## src/sv/lwc_pkg.sv

```systemverilog
// Shared types and constants for the line window clipper
`default_nettype none
package lwc_pkg;
  localparam int WIN_WIDTH = 19;
  localparam int MAX_FIXES = 8;
  localparam int FIX_CNT_WIDTH = 4;
  localparam int CFG_INDEX_WIDTH = 2;

  localparam logic [CFG_INDEX_WIDTH-1:0] REG_LEFT   = 2'd0;
  localparam logic [CFG_INDEX_WIDTH-1:0] REG_TOP    = 2'd1;
  localparam logic [CFG_INDEX_WIDTH-1:0] REG_RIGHT  = 2'd2;
  localparam logic [CFG_INDEX_WIDTH-1:0] REG_BOTTOM = 2'd3;

  localparam logic [WIN_WIDTH-1:0] RST_LEFT   = 19'd0;
  localparam logic [WIN_WIDTH-1:0] RST_TOP    = 19'd0;
  localparam logic [WIN_WIDTH-1:0] RST_RIGHT  = 19'd262144;
  localparam logic [WIN_WIDTH-1:0] RST_BOTTOM = 19'd262144;

  localparam int OC_BELOW_BOTTOM = 0;
  localparam int OC_ABOVE_TOP    = 1;
  localparam int OC_RIGHT        = 2;
  localparam int OC_LEFT         = 3;

  typedef struct packed {
    logic [WIN_WIDTH-1:0] left;
    logic [WIN_WIDTH-1:0] top;
    logic [WIN_WIDTH-1:0] right;
    logic [WIN_WIDTH-1:0] bottom;
  } window_t;
endpackage
`default_nettype wire

```

## src/sv/line_window_clipper.sv

```systemverilog
// Top level of the line window clipper
//
//   channel  | dir | handshake                     | payload
//   s_axis   | in  | s_axis_tvalid/s_axis_tready   | one segment, two endpoints
//   m_axis   | out | m_axis_tvalid/m_axis_tready   | clipped segment, reject flag
//   cfg      | in  | cfg_valid/cfg_ready           | window register write
//
// A segment takes from 0 to 8 endpoint moves; each move is a bit-serial multiply
// then a bit-serial divide, on coordinates widened to max(COORD_WIDTH, 20) bits.
// The engine works one segment at a time; a two-entry queue takes new segments
// meanwhile and the output register holds a result until transferred.
// Reset is synchronous and sets the window to its defaults; config is always ready.
`default_nettype none
module line_window_clipper #(
  parameter int COORD_WIDTH = 20
) (
  input  wire logic                               clk,
  input  wire logic                               rst,
  input  wire logic                               s_axis_tvalid,
  output logic                                    s_axis_tready,
  // start_x, start_y, end_x, end_y
  input  wire logic [((4*COORD_WIDTH+7)/8)*8-1:0] s_axis_tdata,
  output logic                                    m_axis_tvalid,
  input  wire logic                               m_axis_tready,
  // clipped_start_x, clipped_start_y, clipped_end_x, clipped_end_y
  output logic [((4*COORD_WIDTH+7)/8)*8-1:0]      m_axis_tdata,
  // rejected
  output logic                                    m_axis_tuser,
  input  wire logic                               cfg_valid,
  output logic                                    cfg_ready,
  input  wire logic [lwc_pkg::CFG_INDEX_WIDTH-1:0] cfg_index,
  input  wire logic [lwc_pkg::WIN_WIDTH-1:0]      cfg_data
);
  localparam int IW_ITEM = 4 * COORD_WIDTH;
  localparam int TW      = ((4 * COORD_WIDTH + 7) / 8) * 8;

  lwc_pkg::window_t      win;
  logic                  q_valid;
  logic                  q_ready;
  logic [IW_ITEM-1:0]    q_item;
  logic [IW_ITEM-1:0]    out_coords;

  assign cfg_ready = 1'b1;

  always_ff @(posedge clk) begin
    if (rst) begin
      win.left   <= lwc_pkg::RST_LEFT;
      win.top    <= lwc_pkg::RST_TOP;
      win.right  <= lwc_pkg::RST_RIGHT;
      win.bottom <= lwc_pkg::RST_BOTTOM;
    end else if (cfg_valid && cfg_ready) begin
      unique case (cfg_index)
        lwc_pkg::REG_LEFT:   win.left   <= cfg_data;
        lwc_pkg::REG_TOP:    win.top    <= cfg_data;
        lwc_pkg::REG_RIGHT:  win.right  <= cfg_data;
        lwc_pkg::REG_BOTTOM: win.bottom <= cfg_data;
        default:             win        <= win;
      endcase
    end
  end

  lwc_front #(
    .ITEM_WIDTH(IW_ITEM)
  ) u_front (
    .clk      (clk),
    .rst      (rst),
    .in_valid (s_axis_tvalid),
    .in_ready (s_axis_tready),
    .in_item  (s_axis_tdata[IW_ITEM-1:0]),
    .q_valid  (q_valid),
    .q_ready  (q_ready),
    .q_item   (q_item)
  );

  lwc_back #(
    .COORD_WIDTH(COORD_WIDTH)
  ) u_back (
    .clk          (clk),
    .rst          (rst),
    .win          (win),
    .q_valid      (q_valid),
    .q_ready      (q_ready),
    .q_item       (q_item),
    .out_valid    (m_axis_tvalid),
    .out_ready    (m_axis_tready),
    .out_rejected (m_axis_tuser),
    .out_coords   (out_coords)
  );

  assign m_axis_tdata = TW'(out_coords);
endmodule
`default_nettype wire

```

## src/sv/lwc_front.sv

```systemverilog
// Front end: accepts segments into a two-entry queue for the clip engine
`default_nettype none
module lwc_front #(
  parameter int ITEM_WIDTH = 80
) (
  input  wire logic                  clk,
  input  wire logic                  rst,
  input  wire logic                  in_valid,
  output logic                       in_ready,
  input  wire logic [ITEM_WIDTH-1:0] in_item,
  output logic                       q_valid,
  input  wire logic                  q_ready,
  output logic [ITEM_WIDTH-1:0]      q_item
);
  logic [ITEM_WIDTH-1:0] entries [2];
  logic                  wptr;
  logic                  rptr;
  logic [1:0]            count;
  logic                  push;
  logic                  pop;

  assign in_ready = (count != 2'd2);
  assign q_valid  = (count != 2'd0);
  assign q_item   = entries[rptr];
  assign push     = in_valid && in_ready;
  assign pop      = q_valid && q_ready;

  always_ff @(posedge clk) begin
    if (push) begin
      entries[wptr] <= in_item;
    end
  end

  always_ff @(posedge clk) begin
    if (rst) begin
      wptr  <= 1'b0;
      rptr  <= 1'b0;
      count <= 2'd0;
    end else begin
      if (push) begin
        wptr <= ~wptr;
      end
      if (pop) begin
        rptr <= ~rptr;
      end
      unique case ({push, pop})
        2'b10:   count <= count + 2'd1;
        2'b01:   count <= count - 2'd1;
        default: count <= count;
      endcase
    end
  end
endmodule
`default_nettype wire

```

## src/sv/lwc_back.sv

```systemverilog
// Clip engine: outcode test, serial multiply and divide, endpoint move
`default_nettype none
module lwc_back #(
  parameter int COORD_WIDTH = 20
) (
  input  wire logic                     clk,
  input  wire logic                     rst,
  input  wire lwc_pkg::window_t         win,
  input  wire logic                     q_valid,
  output logic                          q_ready,
  input  wire logic [4*COORD_WIDTH-1:0] q_item,
  output logic                          out_valid,
  input  wire logic                     out_ready,
  output logic                          out_rejected,
  output logic [4*COORD_WIDTH-1:0]      out_coords
);
  localparam int IW   = (COORD_WIDTH > 20) ? COORD_WIDTH : 20;
  localparam int DW   = IW + 1;
  localparam int PW   = 2 * DW;
  localparam int CNTW = $clog2(PW + 1);
  localparam int WW   = lwc_pkg::WIN_WIDTH;

  localparam logic [2:0] ST_IDLE   = 3'd0;
  localparam logic [2:0] ST_DECIDE = 3'd1;
  localparam logic [2:0] ST_MUL    = 3'd2;
  localparam logic [2:0] ST_DIV    = 3'd3;
  localparam logic [2:0] ST_FIX    = 3'd4;
  localparam logic [2:0] ST_DONE   = 3'd5;

  logic [2:0]                        state;
  logic signed [IW-1:0]              sx, sy, ex, ey;
  logic [lwc_pkg::FIX_CNT_WIDTH-1:0] fixes;
  logic [CNTW-1:0]                   cnt;
  logic [DW-1:0]                     ua, ub, uc, q;
  logic [PW-1:0]                     prod;
  logic [DW-1:0]                     rem;
  logic                              neg, yedge, mover, rej;
  logic signed [IW-1:0]              edge_val;

  function automatic logic signed [IW-1:0] win_ext(input logic [WW-1:0] v);
    win_ext = $signed({{(IW-WW){1'b0}}, v});
  endfunction

  function automatic logic [3:0] outcode(input logic signed [IW-1:0] x,
                                         input logic signed [IW-1:0] y,
                                         input lwc_pkg::window_t w);
    logic [3:0] c;
    c = 4'd0;
    c[lwc_pkg::OC_BELOW_BOTTOM] = (y > win_ext(w.bottom));
    c[lwc_pkg::OC_ABOVE_TOP]    = (y < win_ext(w.top));
    c[lwc_pkg::OC_RIGHT]        = (x > win_ext(w.right));
    c[lwc_pkg::OC_LEFT]         = (x < win_ext(w.left));
    outcode = c;
  endfunction

  function automatic logic signed [DW-1:0] ext(input logic signed [IW-1:0] v);
    ext = $signed({v[IW-1], v});
  endfunction

  function automatic logic [DW-1:0] mag(input logic signed [DW-1:0] v);
    mag = v[DW-1] ? DW'(-v) : DW'(v);
  endfunction

  logic [3:0]           c0, c1, code;
  logic                 dec_y;
  logic signed [IW-1:0] dec_edge;
  logic signed [DW-1:0] da, db, dc;
  logic [DW:0]          rs;
  logic                 rs_ge;
  logic signed [DW-1:0] qs;
  logic signed [IW-1:0] base, moved;

  always_comb begin
    c0    = outcode(sx, sy, win);
    c1    = outcode(ex, ey, win);
    code  = (c0 != 4'd0) ? c0 : c1;
    dec_y = code[lwc_pkg::OC_BELOW_BOTTOM] || code[lwc_pkg::OC_ABOVE_TOP];
    priority if (code[lwc_pkg::OC_BELOW_BOTTOM]) begin
      dec_edge = win_ext(win.bottom);
    end else if (code[lwc_pkg::OC_ABOVE_TOP]) begin
      dec_edge = win_ext(win.top);
    end else if (code[lwc_pkg::OC_RIGHT]) begin
      dec_edge = win_ext(win.right);
    end else begin
      dec_edge = win_ext(win.left);
    end
    if (dec_y) begin
      da = ext(ex) - ext(sx);
      db = ext(dec_edge) - ext(sy);
      dc = ext(ey) - ext(sy);
    end else begin
      da = ext(ey) - ext(sy);
      db = ext(dec_edge) - ext(sx);
      dc = ext(ex) - ext(sx);
    end
    rs    = {rem, prod[PW-1]};
    rs_ge = (rs >= {1'b0, uc});
    qs    = (uc == '0) ? '0 : (neg ? DW'(-$signed(q)) : $signed(q));
    base  = yedge ? sx : sy;
    moved = IW'(ext(base) + qs);
  end

  assign q_ready = (state == ST_IDLE);

  always_ff @(posedge clk) begin
    if (rst) begin
      state     <= ST_IDLE;
      out_valid <= 1'b0;
    end else begin
      if (out_valid && out_ready && (state != ST_DONE)) begin
        out_valid <= 1'b0;
      end
      unique case (state)
        ST_IDLE: begin
          if (q_valid) begin
            sx    <= IW'($signed(q_item[COORD_WIDTH-1:0]));
            sy    <= IW'($signed(q_item[2*COORD_WIDTH-1:COORD_WIDTH]));
            ex    <= IW'($signed(q_item[3*COORD_WIDTH-1:2*COORD_WIDTH]));
            ey    <= IW'($signed(q_item[4*COORD_WIDTH-1:3*COORD_WIDTH]));
            fixes <= '0;
            state <= ST_DECIDE;
          end
        end
        ST_DECIDE: begin
          priority if ((c0 | c1) == 4'd0) begin
            rej   <= 1'b0;
            state <= ST_DONE;
          end else if ((c0 & c1) != 4'd0) begin
            rej   <= 1'b1;
            state <= ST_DONE;
          end else if (fixes == lwc_pkg::FIX_CNT_WIDTH'(lwc_pkg::MAX_FIXES)) begin
            rej   <= 1'b1;
            state <= ST_DONE;
          end else begin
            ua       <= mag(da);
            ub       <= mag(db);
            uc       <= mag(dc);
            neg      <= da[DW-1] ^ db[DW-1] ^ dc[DW-1];
            yedge    <= dec_y;
            mover    <= (c0 != 4'd0);
            edge_val <= dec_edge;
            prod     <= '0;
            cnt      <= '0;
            state    <= ST_MUL;
          end
        end
        ST_MUL: begin
          prod <= (prod << 1) + (ub[DW-1] ? PW'(ua) : '0);
          ub   <= ub << 1;
          if (cnt == CNTW'(DW - 1)) begin
            cnt   <= '0;
            rem   <= '0;
            q     <= '0;
            state <= ST_DIV;
          end else begin
            cnt <= cnt + 1'b1;
          end
        end
        ST_DIV: begin
          prod <= prod << 1;
          if (rs_ge) begin
            rem <= DW'(rs - {1'b0, uc});
          end else begin
            rem <= DW'(rs);
          end
          q <= {q[DW-2:0], rs_ge};
          if (cnt == CNTW'(PW - 1)) begin
            state <= ST_FIX;
          end else begin
            cnt <= cnt + 1'b1;
          end
        end
        ST_FIX: begin
          if (mover) begin
            sx <= yedge ? moved : edge_val;
            sy <= yedge ? edge_val : moved;
          end else begin
            ex <= yedge ? moved : edge_val;
            ey <= yedge ? edge_val : moved;
          end
          fixes <= fixes + 1'b1;
          state <= ST_DECIDE;
        end
        ST_DONE: begin
          if (!out_valid || out_ready) begin
            out_valid    <= 1'b1;
            out_rejected <= rej;
            out_coords   <= {ey[COORD_WIDTH-1:0], ex[COORD_WIDTH-1:0],
                             sy[COORD_WIDTH-1:0], sx[COORD_WIDTH-1:0]};
            state        <= ST_IDLE;
          end
        end
        default: state <= ST_IDLE;
      endcase
    end
  end
endmodule
`default_nettype wire

```

## config.mk

```make
export PLATFORM = sky130hd
export DESIGN_NAME = line_window_clipper
export DESIGN_NICKNAME = d
export VERILOG_FILES = /design/src/sv/lwc_pkg.sv /design/src/sv/line_window_clipper.sv /design/src/sv/lwc_front.sv /design/src/sv/lwc_back.sv
export SDC_FILE = /design/constraint.sdc
export NUM_CORES = 1
export LEC_CHECK = 0
export BUFFER_PORTS_ARGS = -buffer_cell sky130_fd_sc_hd__buf_2
export CORE_MARGIN = 2
export CORE_UTILIZATION = 35
export CTS_CLUSTER_DIAMETER = 50
export CTS_CLUSTER_SIZE = 16
export DETAILED_ROUTE_END_ITERATION = 12
export MAX_ROUTING_LAYER = met4
export PLACE_DENSITY = 0.57
export SYNTH_ARGS = -nofsm -noshare
export SYNTH_HDL_FRONTEND = slang
export SYNTH_SLANG_ARGS = --single-unit
export TNS_END_PERCENT = 5
```

## constraint.sdc

```tcl
create_clock -name clk -period 20.1 [get_ports clk]
set_input_delay 4.02 -clock clk [delete_from_list [all_inputs] [get_ports clk]]
set_output_delay 4.02 -clock clk [all_outputs]
set_load 0.005 [all_outputs]
```

# --- Yosys cells after proc, flatten, opt, wreduce, memory -nomap -nowiden ---
# Memory sizes are Yosys's and may differ from the RTL's. A register that Yosys moved wholly into a read port is not among the register bits.
# Index checks and enable logic that the tools add are counted.
word_totals:
  register_bits: 425
  mem_bits_rw: 160
  input_bits: 106
  output_inout_bits: 84
  word_cells: 191
  memories: 1
classes:
  n_addsub: 15
  magnitude_cmp: 9
  n_eq_ne: 25
  n_mux: 66
  bitwise: 10
  reduce_logical: 35
mem_list:
  columns: ["memory", "depth", "width", "read_ports", "rd_ports_with_merged_regs", "wr", "line", "text"]
  rows:
  - ["u_front.entries", 2, 80, 1, 1, 1, "lwc_front.sv:15", "logic [ITEM_WIDTH-1:0] entries [2];"]
op_table:
  columns: ["cell", "count"]
  rows:
  - ["$mux 20", 17]
  - ["$mux 21", 10]
  - ["$pmux 20 s2", 5]
  - ["$mux 42", 3]
  - ["$pmux 42 s3", 1]
  - ["$pmux 21 s2", 2]
  - ["$sub 20x20->21", 4]
  - ["$gt 20x20->1", 4]
  - ["$lt 20x20->1", 4]
  - ["$neg 21->21", 3]
  - ["$add 42x42->42", 1]
  - ["$mux 6", 5]
  - ["$mux 3", 8]
  - ["$ge 22x21->1", 1]
  - ["$logic_not 21->1", 1]
  - ["$sub 21x21->21", 1]
  - ["$add 20x20->20", 1]
  - ["$neg 20->20", 1]
  - ["$mux 19", 1]
  - ["$pmux 3 s6", 1]
  - ["$pmux 6 s3", 1]
  - ["$reduce_and 5->1", 3]
  - ["$ne 2x2->1 const B", 6]
  - ["$reduce_and 3->1", 4]
  - ["other kinds (34)", 72]

# --- Depth between registers and ports, before layout ---
# Gate-level depths: netlist (run 1).
depth:
  depth_word: 14
  depth_mapped: 28
  ltp_nobuf: 25

# --- Cells and area by module ---
# A second synthesis (run 1) with hierarchy kept.
hier_totals:
  hier_cells: 3433
  hier_area_um2: 36172.2
modules_own_cells:
  columns: ["mod", "instances", "cells_each", "area_per_inst_um2", "seq_area_each_um2"]
  rows:
  - ["lwc_back", 1, 2886, 27161.0, 10289.9]
  - ["lwc_front", 1, 273, 5973.2, 4904.7]
  - ["line_window_clipper", 1, 274, 3037.9, 1521.5]

# --- Least setup slack after synthesis (run 1) ---
# Ideal clock, no wire load.
synth_path:
  path_kind: "input port to flip-flop"
  from: "input port rst"
  to: "register u_back.edge_val[0], enable pin"
  setup_ns: 0.666
  arrival_ns: 10.826
  t_required_ns: 19.434
  path_slack_ns: 8.607
  stages: 2
  n_path_buf: 1
  path_cell_list: "clkbuf_1 > nor4b_1"
synth_between:
  elab_chain_len: 2
synth_rtl:
  columns: ["element", "line", "text"]
  rows:
  - ["start, declared", "line_window_clipper.sv:18", "input wire logic rst,"]
  - ["$not 1->1 (no line)", null, null]
  - ["$reduce_and 5->1 (no line)", null, null]
  - ["end signal, assigned", "lwc_back.sv:141", "edge_val <= dec_edge;"]
  - ["end, declared", "lwc_back.sv:38", "logic signed [IW-1:0] edge_val;"]
# No other way between the ends.
# A chain may end at the register's enable or synchronous reset.

# --- Worst setup path in the final report (run 1) ---
layout_path:
  from: "register u_back.sy[7]"
  to: "register u_back.ub[11] (data pin)"
layout_between:
  elab_chain_len: 14
  elab_cells_between_ends: 17
  classes_between: "add/sub: 3; order compare: 2; mux: 10; reduce/logical: 2"
layout_rtl:
  columns: ["element", "line", "text"]
  rows:
  - ["start, declared", "lwc_back.sv:31", "logic signed [IW-1:0] sx, sy, ex, ey;"]
  - ["start signal, assigned", "lwc_back.sv:117", "sy <= IW'($signed(q_item[2*COORD_WIDTH-1:COORD_WIDTH]));"]
  - ["start signal, assigned", "lwc_back.sv:176", "sy <= yedge ? edge_val : moved;"]
  - ["$gt 20x20->1 or $lt 20x20->1 (tied branches)", "lwc_back.sv:49, lwc_back.sv:50", null]
  - ["$reduce_bool 4->1", "lwc_back.sv:76", "code = (c0 != 4'd0) ? c0 : c1;"]
  - ["$mux 3", "lwc_back.sv:76", null]
  - ["$mux 19", "lwc_back.sv:82", "end else if (code[lwc_pkg::OC_RIGHT]) begin"]
  - ["$mux 20", "lwc_back.sv:80", "end else if (code[lwc_pkg::OC_ABOVE_TOP]) begin"]
  - ["$mux 20", "lwc_back.sv:78", "priority if (code[lwc_pkg::OC_BELOW_BOTTOM]) begin"]
  - ["$sub 20x20->21, on equally long branches", "lwc_back.sv:93, lwc_back.sv:89", null]
  - ["$mux 21 (*)", "lwc_back.sv:87", "if (dec_y) begin"]
  - ["$neg 21->21", "lwc_back.sv:61", "mag = v[DW-1] ? DW'(-v) : DW'(v);"]
  - ["$mux 21 (*)", "lwc_back.sv:61", null]
  - ["$mux 21 (*)", "lwc_back.sv:131", "end else if (fixes == lwc_pkg::FIX_CNT_WIDTH'(lwc_pkg::MAX_FIXES)) begin"]
  - ["$mux 21 (*)", "lwc_back.sv:128", "end else if ((c0 & c1) != 4'd0) begin"]
  - ["$mux 21 (*)", "lwc_back.sv:125", "priority if ((c0 | c1) == 4'd0) begin"]
  - ["$pmux 21 s2 (*)", "lwc_back.sv:113", "unique case (state)"]
  - ["end signal, assigned", "lwc_back.sv:136", "ub <= mag(db);"]
  - ["end signal, assigned", "lwc_back.sv:149", "ub <= ub << 1;"]
  - ["end, declared", "lwc_back.sv:34", "logic [DW-1:0] ua, ub, uc, q;"]
# Mark *: on every way between the ends. The rest lies on a longest branch, timed or not. The select of a mux whose other input is x is not followed.

==> run summary, run 1 <==
Ports: 190
Largest net degree at the start of global routing: 83
Die Area: 0.102 mm^2
Synth warn: 0
Routed WL per cell: 25.2 um
FF+latch count, synth: 585
Worst Setup End Kind: flop
Setup CP Type: reg -> reg
Worst relative slew slack: 0.138
CP max FO: 19
Endpoints failing hold: 0
Fin Clk Skew: 53.7 ps
Crit share post-route: 0.389
Synth top area cells: edfxtp_1, ha_1, dfxtp_1, a21oi_1, mux2i_1
Final TNS setup: 0 ps
Hold Path Class: reg -> reg
Die width: 320 um
Highest routed layer: met4
Initial core utilization: 0.354
Max Cap Violations: 0
Startpoint Class: flop
Net count, final: 3956
Fin worst setup slack: 12280 ps
GRT overflow: 0
CTS tree: done
Met2 wire length: 59200 um
Core area: 0.0986 mm^2
Port Buffer Count: 188
Clock-pin slew on the worst setup and hold paths: 60 ps
Slew Viols, Final: 0
Top-area cell type share of the netlist area: 0.431
Drt drc: 0
Peak supply drop: 80.1 uV
Cell count after synthesis: 3380
Layout cells sized above 1: 0.125
Initial antenna violation count: 4
Pre-Repair DR Iteration Count: 5
PD cells: 156 mW/mm^2
Avg Cell Area, Syn: 10.3 um^2
Overall Power: 6310 uW
HP Start: u_back.rej
Worst slack, placed: 12510 ps
CTS Buf Count: 88
Fillers: 9512
Clk sinks: 585
Final RePlAce weighted congestion: 1.01
Wire length of the first global-routing pass: 178000 um
Seq/Total Area, Yosys: 0.479
Clock Latency Late Sink: 700 ps
Worst Tran Pin Value: 1280 ps
Gr usage total: 0.245
Resized Gates After CTS: 0
Async SR Flop Fraction: 0
Fin Hold WS: 437 ps
Number of synthesized flops with an enable pin: 500
DRT iter0 DRCs: 2389
Achievable Freq: 128 MHz
Final min period: 7820 ps
Root Buffer: clkbuf_16
RSZ-0062 raised after global routing: no
Vias in the first global route: 25800
Synth Flop Type: edfxtp_1
Net count after synthesis: 3769
Detailed-route wire length: 124000 um
Die Height: 320 um
Arr. time, crit path: 8330 ps
Post-CTS Setup Bufs: 0
R2r startpoint: u_back.sy[7]
Post-DP HPWL: 95700 um
Leakage power: 0.0153 uW
Vias/cell: 5.54
H-tree Lvls: 3
Via Count: 27300
Required time of the critical path: 20610 ps
Hold buffer count at cts: 0
Final ANT Viol Nets: 0
Area growth from synthesis to layout: 16.2%
Met1 WL: 53100 um
Unique masters post-synth: 91
Clock Path Buffers: 3
Synthesized cell area: 0.0349 mm^2
Final count of negative-setup-slack endpoints: 0
CP startpoint: u_back.sy[7]
Row Count: 115
Post-synth top area cell: edfxtp_1
Met3 WL: 6380 um
Status: finished clean
==> flip-flops by register name, indices dropped and copies added, names as in the netlist, 21 cells and up, named ones only <==
signal and flops:
u_front.entries 160, u_back.ub 21, u_back.ua 21, win 76, u_back.rem 21, u_back.out_coords 80
u_back.prod 42, u_back.uc 21
==> through the flow <==
| stage | area, um^2 | instances | util |
|---|---|---|---|
| global placement | 37300 | 4764 | 0.379 |
| detailed placement | 37300 | 4764 | 0.379 |
| CTS | 40500 | 4928 | 0.411 |
| global route | 40500 | 4931 | 0.411 |
| finish | 40500 | 4932 | 0.411 |
| floorplan | 34900 | 3380 | - |
==> placed cells by master (no fill, tap or decap), drive strengths merged, types with 27 or more instances in the layout <==
cell,count
nand3,60
a21oi,333
ha,277
and3,42
nand2b,27
clkbuf,95
dfxtp,85
xor2,70
nand2,361
a21o,47
or3,31
xnor2,100
a21boi,28
nor3,61
o211ai,35
mux2i,149
edfxtp,500
a211oi,53
o21a,29
nor2,231
buf,227
inv,209
o21ai,160
nor2b,32
and2,40
==> cells in the mapped netlist, drive strengths merged, types with 6 or more instances <==
library cell / n
clkbuf: 107
o21bai: 17
or3: 31
buf: 23
nand4b: 6
a21boi: 28
o21ai: 160
a21oi: 333
and3: 42
mux2: 13
and2: 40
xor2: 70
a21o: 47
xnor2: 100
and4: 15
nor2: 231
ha: 277
fa: 6
nand2: 361
nand3: 60
a221oi: 7
o21a: 29
or2: 15
nand4: 26
a211oi: 53
o41ai: 8
o31a: 6
nor2b: 32
nor3b: 9
o22ai: 6
nor4: 17
mux2i: 149
a211o: 9
or4: 7
nand2b: 27
nor3: 61
o31ai: 22
a2111oi: 10
inv: 187
a31oi: 21
o211a: 7
edfxtp: 500
o211ai: 35
dfxtp: 85
==> worst max-delay path, stage by stage, from the launching register on <==
cell and delay [ps]:
edfxtp_1 470, ha_1 370, a21oi_1 160, o21ai_0 130, a21oi_1 220, nor2_1 80
o41ai_1 830, o2111ai_1 370, o21ai_2 210, buf_4 370, mux2i_1 230, o21ai_0 110
mux2i_1 210, ha_1 200, inv_1 60, fa_1 430, a21o_1 230, a211o_1 330
a2111o_1 440, and3_4 200, a311o_4 440, a2111oi_4 340, o21ba_2 360, nand2_2 170
or4_1 570, nand3_1 100
==> kinds of logic (layout without fill, tap and decap cells) <==
kind of cell	Yosys count	after routing	share of synthesized area
xor+xnor	172	172	0.0440
simple gates	997	997	0.136
fa+ha+maj	283	283	0.103
other cells	1	5	0.000108
compound gates	862	862	0.156
mux	162	162	0.0471
flops	585	585	0.479
buf+inv	318	579	0.0347
==> layout make-up <==
class / instances / area (um^2) / share of cell area
multi-input cells: 2477 / 17000 / 0.421
diodes: 4 / 10.0 / 0.000247
clock buffers: 95 / 2270 / 0.0560
repair buffers: 227 / 1240 / 0.0305
clock inverters: 69 / 923 / 0.0228
well taps: 1287 / 1610 / 0.0397
flip-flops and latches: 585 / 16700 / 0.413
inverters: 188 / 706 / 0.0174
==> power by group <==
group          switching (uW)  internal, uW  total, uW
Combinational            1800          1030       2840
Sequential                187          1630       1820
Clock                     646          1010       1660
Total                    2640          3680       6310
==> worst paths after layout <==
kind | end | slack [ps] | cells after the start
max | u_back.ub[11] | 12280 | 25
min | u_back.out_rejected | 440 | 0
max reg2reg | u_back.ub[11] | 12280 | 25
min reg2reg | u_back.out_rejected | 440 | 0
==> layer usage <==
metal | vias to the layer above | track usage
met1 | 13300 | 0.309
met5 | - | -
met2 | 893 | 0.395
met3 | 241 | 0.0328
met4 | 0 | 0.106
li1 | 12900 | -
Power figures use the tool's default switching activity.
==> inputs of run 2 (changes only) <==
--- a/config.mk
+++ b/config.mk
@@ -12,7 +12,7 @@
 export CTS_CLUSTER_SIZE = 16
 export DETAILED_ROUTE_END_ITERATION = 12
 export MAX_ROUTING_LAYER = met4
-export PLACE_DENSITY = 0.57
+export PLACE_DENSITY = 0.58
 export SYNTH_ARGS = -nofsm -noshare
 export SYNTH_HDL_FRONTEND = slang
 export SYNTH_SLANG_ARGS = --single-unit
==> constraint.sdc (replaced) <==
create_clock -name clk -period 6.75 [get_ports clk]
set_input_delay 1.35 -clock clk [delete_from_list [all_inputs] [get_ports clk]]
set_output_delay 1.35 -clock clk [all_outputs]
set_load 0.005 [all_outputs]
==> run 2 against run 1 <==
  * Non-clock buffer count up 185
  * Cell count up 3.2%
  * First-iteration DRC count up 6.4%
  * Worst hold slack worse by 2.5 ps
  * Via count up 2.2%
  * Cell area up 1.9%
  * Die area unchanged
  * Setup slack worse by 12000 ps
  * Register-to-register slack worse by 12000 ps
  * Combinational power rose to 3.4 times the previous value
  * Count of clock-buffer cells in the layout down 11
  * Clock skew down 21 ps
  * Critical endpoint is now u_back.ub[17]
  * Largest cell class unchanged
==> run summary, run 2 (synthesis results as in run 1) <==
H-tree Lvls: 3
Clock-pin slew on the worst setup and hold paths: 70 ps
Root Buffer: clkbuf_16
Endpoints failing hold: 0
R2r startpoint: u_back.sy[18]
Startpoint Class: flop
Crit share post-route: 0.977
Post-DP HPWL: 96700 um
Initial core utilization: 0.354
Final count of negative-setup-slack endpoints: 0
Status: finished clean
HP Start: u_back.rej
Peak supply drop: 264 uV
Area growth from synthesis to layout: 18.4%
Biggest register: u_front.entries
CTS tree: done
Detailed-route wire length: 124000 um
Layout cells sized above 1: 0.165
Worst Tran Pin Value: 1080 ps
Max Cap Violations: 0
Achievable Freq: 152 MHz
Fin Hold WS: 435 ps
Leakage power: 0.0159 uW
RSZ-0062 raised after global routing: yes
Worst Reg-to-Reg Cells: 23
Design area: 0.0413 mm^2
Max reg flops: 160
Die Height: 320 um
CP startpoint: u_back.sy[18]
Wire length of the first global-routing pass: 178000 um
Commonest non-fill, non-tap cell in the layout: edfxtp_1
PD cells: 454 mW/mm^2
Core area: 0.0986 mm^2
Fillers: 9445
Setup CP Type: reg -> reg
Vias/cell: 5.48
DRT iter0 DRCs: 2543
Hold Path Class: reg -> reg
Largest net degree at the start of global routing: 78
Overall Power: 18700 uW
Worst relative slew slack: 0.266
Clk sinks: 585
Final ANT Viol Nets: 0
Clock Path Buffers: 3
Placed instance area: 0.0387 mm^2
Vias in the first global route: 26400
Drt drc: 0
CTS Buf Count: 74
Required time of the critical path: 7240 ps
Arr. time, crit path: 7090 ps
Final RePlAce weighted congestion: 1.03
Port Buffer Count: 188
Initial antenna violation count: 6
Biggest regs: u_front.entries (160), u_back.out_coords (80), win (76)
Via Count: 27900
Die Area: 0.102 mm^2
Hold Path Stages: 0
Clock Latency Late Sink: 660 ps
Commonest non-fill, non-tap cells in the layout: edfxtp_1, nand2_1, a21oi_1, ha_1, nor2_1
Row Count: 115
Routed WL per cell: 24.3 um
Final min period: 6600 ps
Gr usage total: 0.244
CP max FO: 5
Worst Setup End Kind: flop
Die width: 320 um
Pre-Repair DR Iteration Count: 6
Ports: 190
GRT overflow: 0
Fin Clk Skew: 33.0 ps
Slew Viols, Final: 0
Net count, final: 4127
run 2: changes by cell type in the layout (fill, tap and decap cells not counted), moves of 3 or more:
cell       change
o21ai_1        +5
buf_4        +184
clkbuf_16     -15
clkinv_1       -3
o21ai_0        -6
a21oi_1        -3
bufinv_16     -11
clkbuf_1       +6
inv_16         +3
inv_8          +3
clkinv_16      -3
clkinv_2       -5
run 2: stage by stage:
step	setup TNS (ps)	setup slack, ps	utilization	std cells
after floorplan	0	102	-	3380
after global placement	-42.8	-36.6	0.393	4945
after detailed placement	-183	-138	0.393	4945
after CTS	0	16.0	0.417	5079
after global routing	-287	-69.2	0.419	5086
final	0	153	0.419	5089
run 2: final cells by class:
type / instances / area [um^2] / share of cell area
diodes: 6 / 15.0 / 0.000364
clock buffers: 84 / 1890 / 0.0457
clock inverters: 50 / 528 / 0.0128
inverters: 188 / 706 / 0.0171
multi-input cells: 2477 / 17200 / 0.416
flip-flops and latches: 585 / 16700 / 0.405
well taps: 1287 / 1610 / 0.0390
repair buffers: 412 / 2640 / 0.0639
run 2: routing by layer:
| metal | GRT usage | share of wire | up-vias | wire length, um |
|---|---|---|---|---|
| li1 | - | - | 13200 | - |
| met1 | 0.308 | 0.42 | 13500 | 52400 |
| met2 | 0.390 | 0.47 | 978 | 57700 |
| met3 | 0.0362 | 0.061 | 241 | 7590 |
| met4 | 0.110 | 0.049 | 0 | 6020 |
| met5 | - | 0 | - | 0 |
run 2: power breakdown:
group	internal [uW]	total (uW)	switching [uW]
Clock	2190	3960	1770
Sequential	4860	5230	370
Combinational	3780	9560	5780
Total	10800	18700	7920
run 2: path summary, 6_finish.rpt:
check                        endpoint  slack [ps]
setup / recovery        u_back.ub[17]         150
hold / removal    u_back.out_rejected         430
setup reg to reg        u_back.ub[17]         150
hold reg to reg   u_back.out_rejected         430
run 2: repair_timing:
item                       4_1_cts  5_1_grt
hold buffers                     0        0
setup endpoints to repair        5       20
resized for setup                5       26
pin swaps                        0        8
setup buffers                    0        4
run 2: worst max-delay path, stage by stage, from the launching register on:
cell and delay [ps]:
edfxtp_1 410, ha_1 320, nand3_1 110, or4b_4 570, a211oi_1 490, o41ai_4 180
o2111ai_2 130, o21ai_2 110, buf_4 150, buf_4 150, mux2i_1 150, o21ai_0 90
o21ai_0 360, ha_1 340, a21o_1 190, a211o_1 330, a2111o_1 410, and3_4 190
a311o_4 430, a2111o_1 430, o211a_4 170, nor3_2 190, mux2_2 360, a211oi_2 180
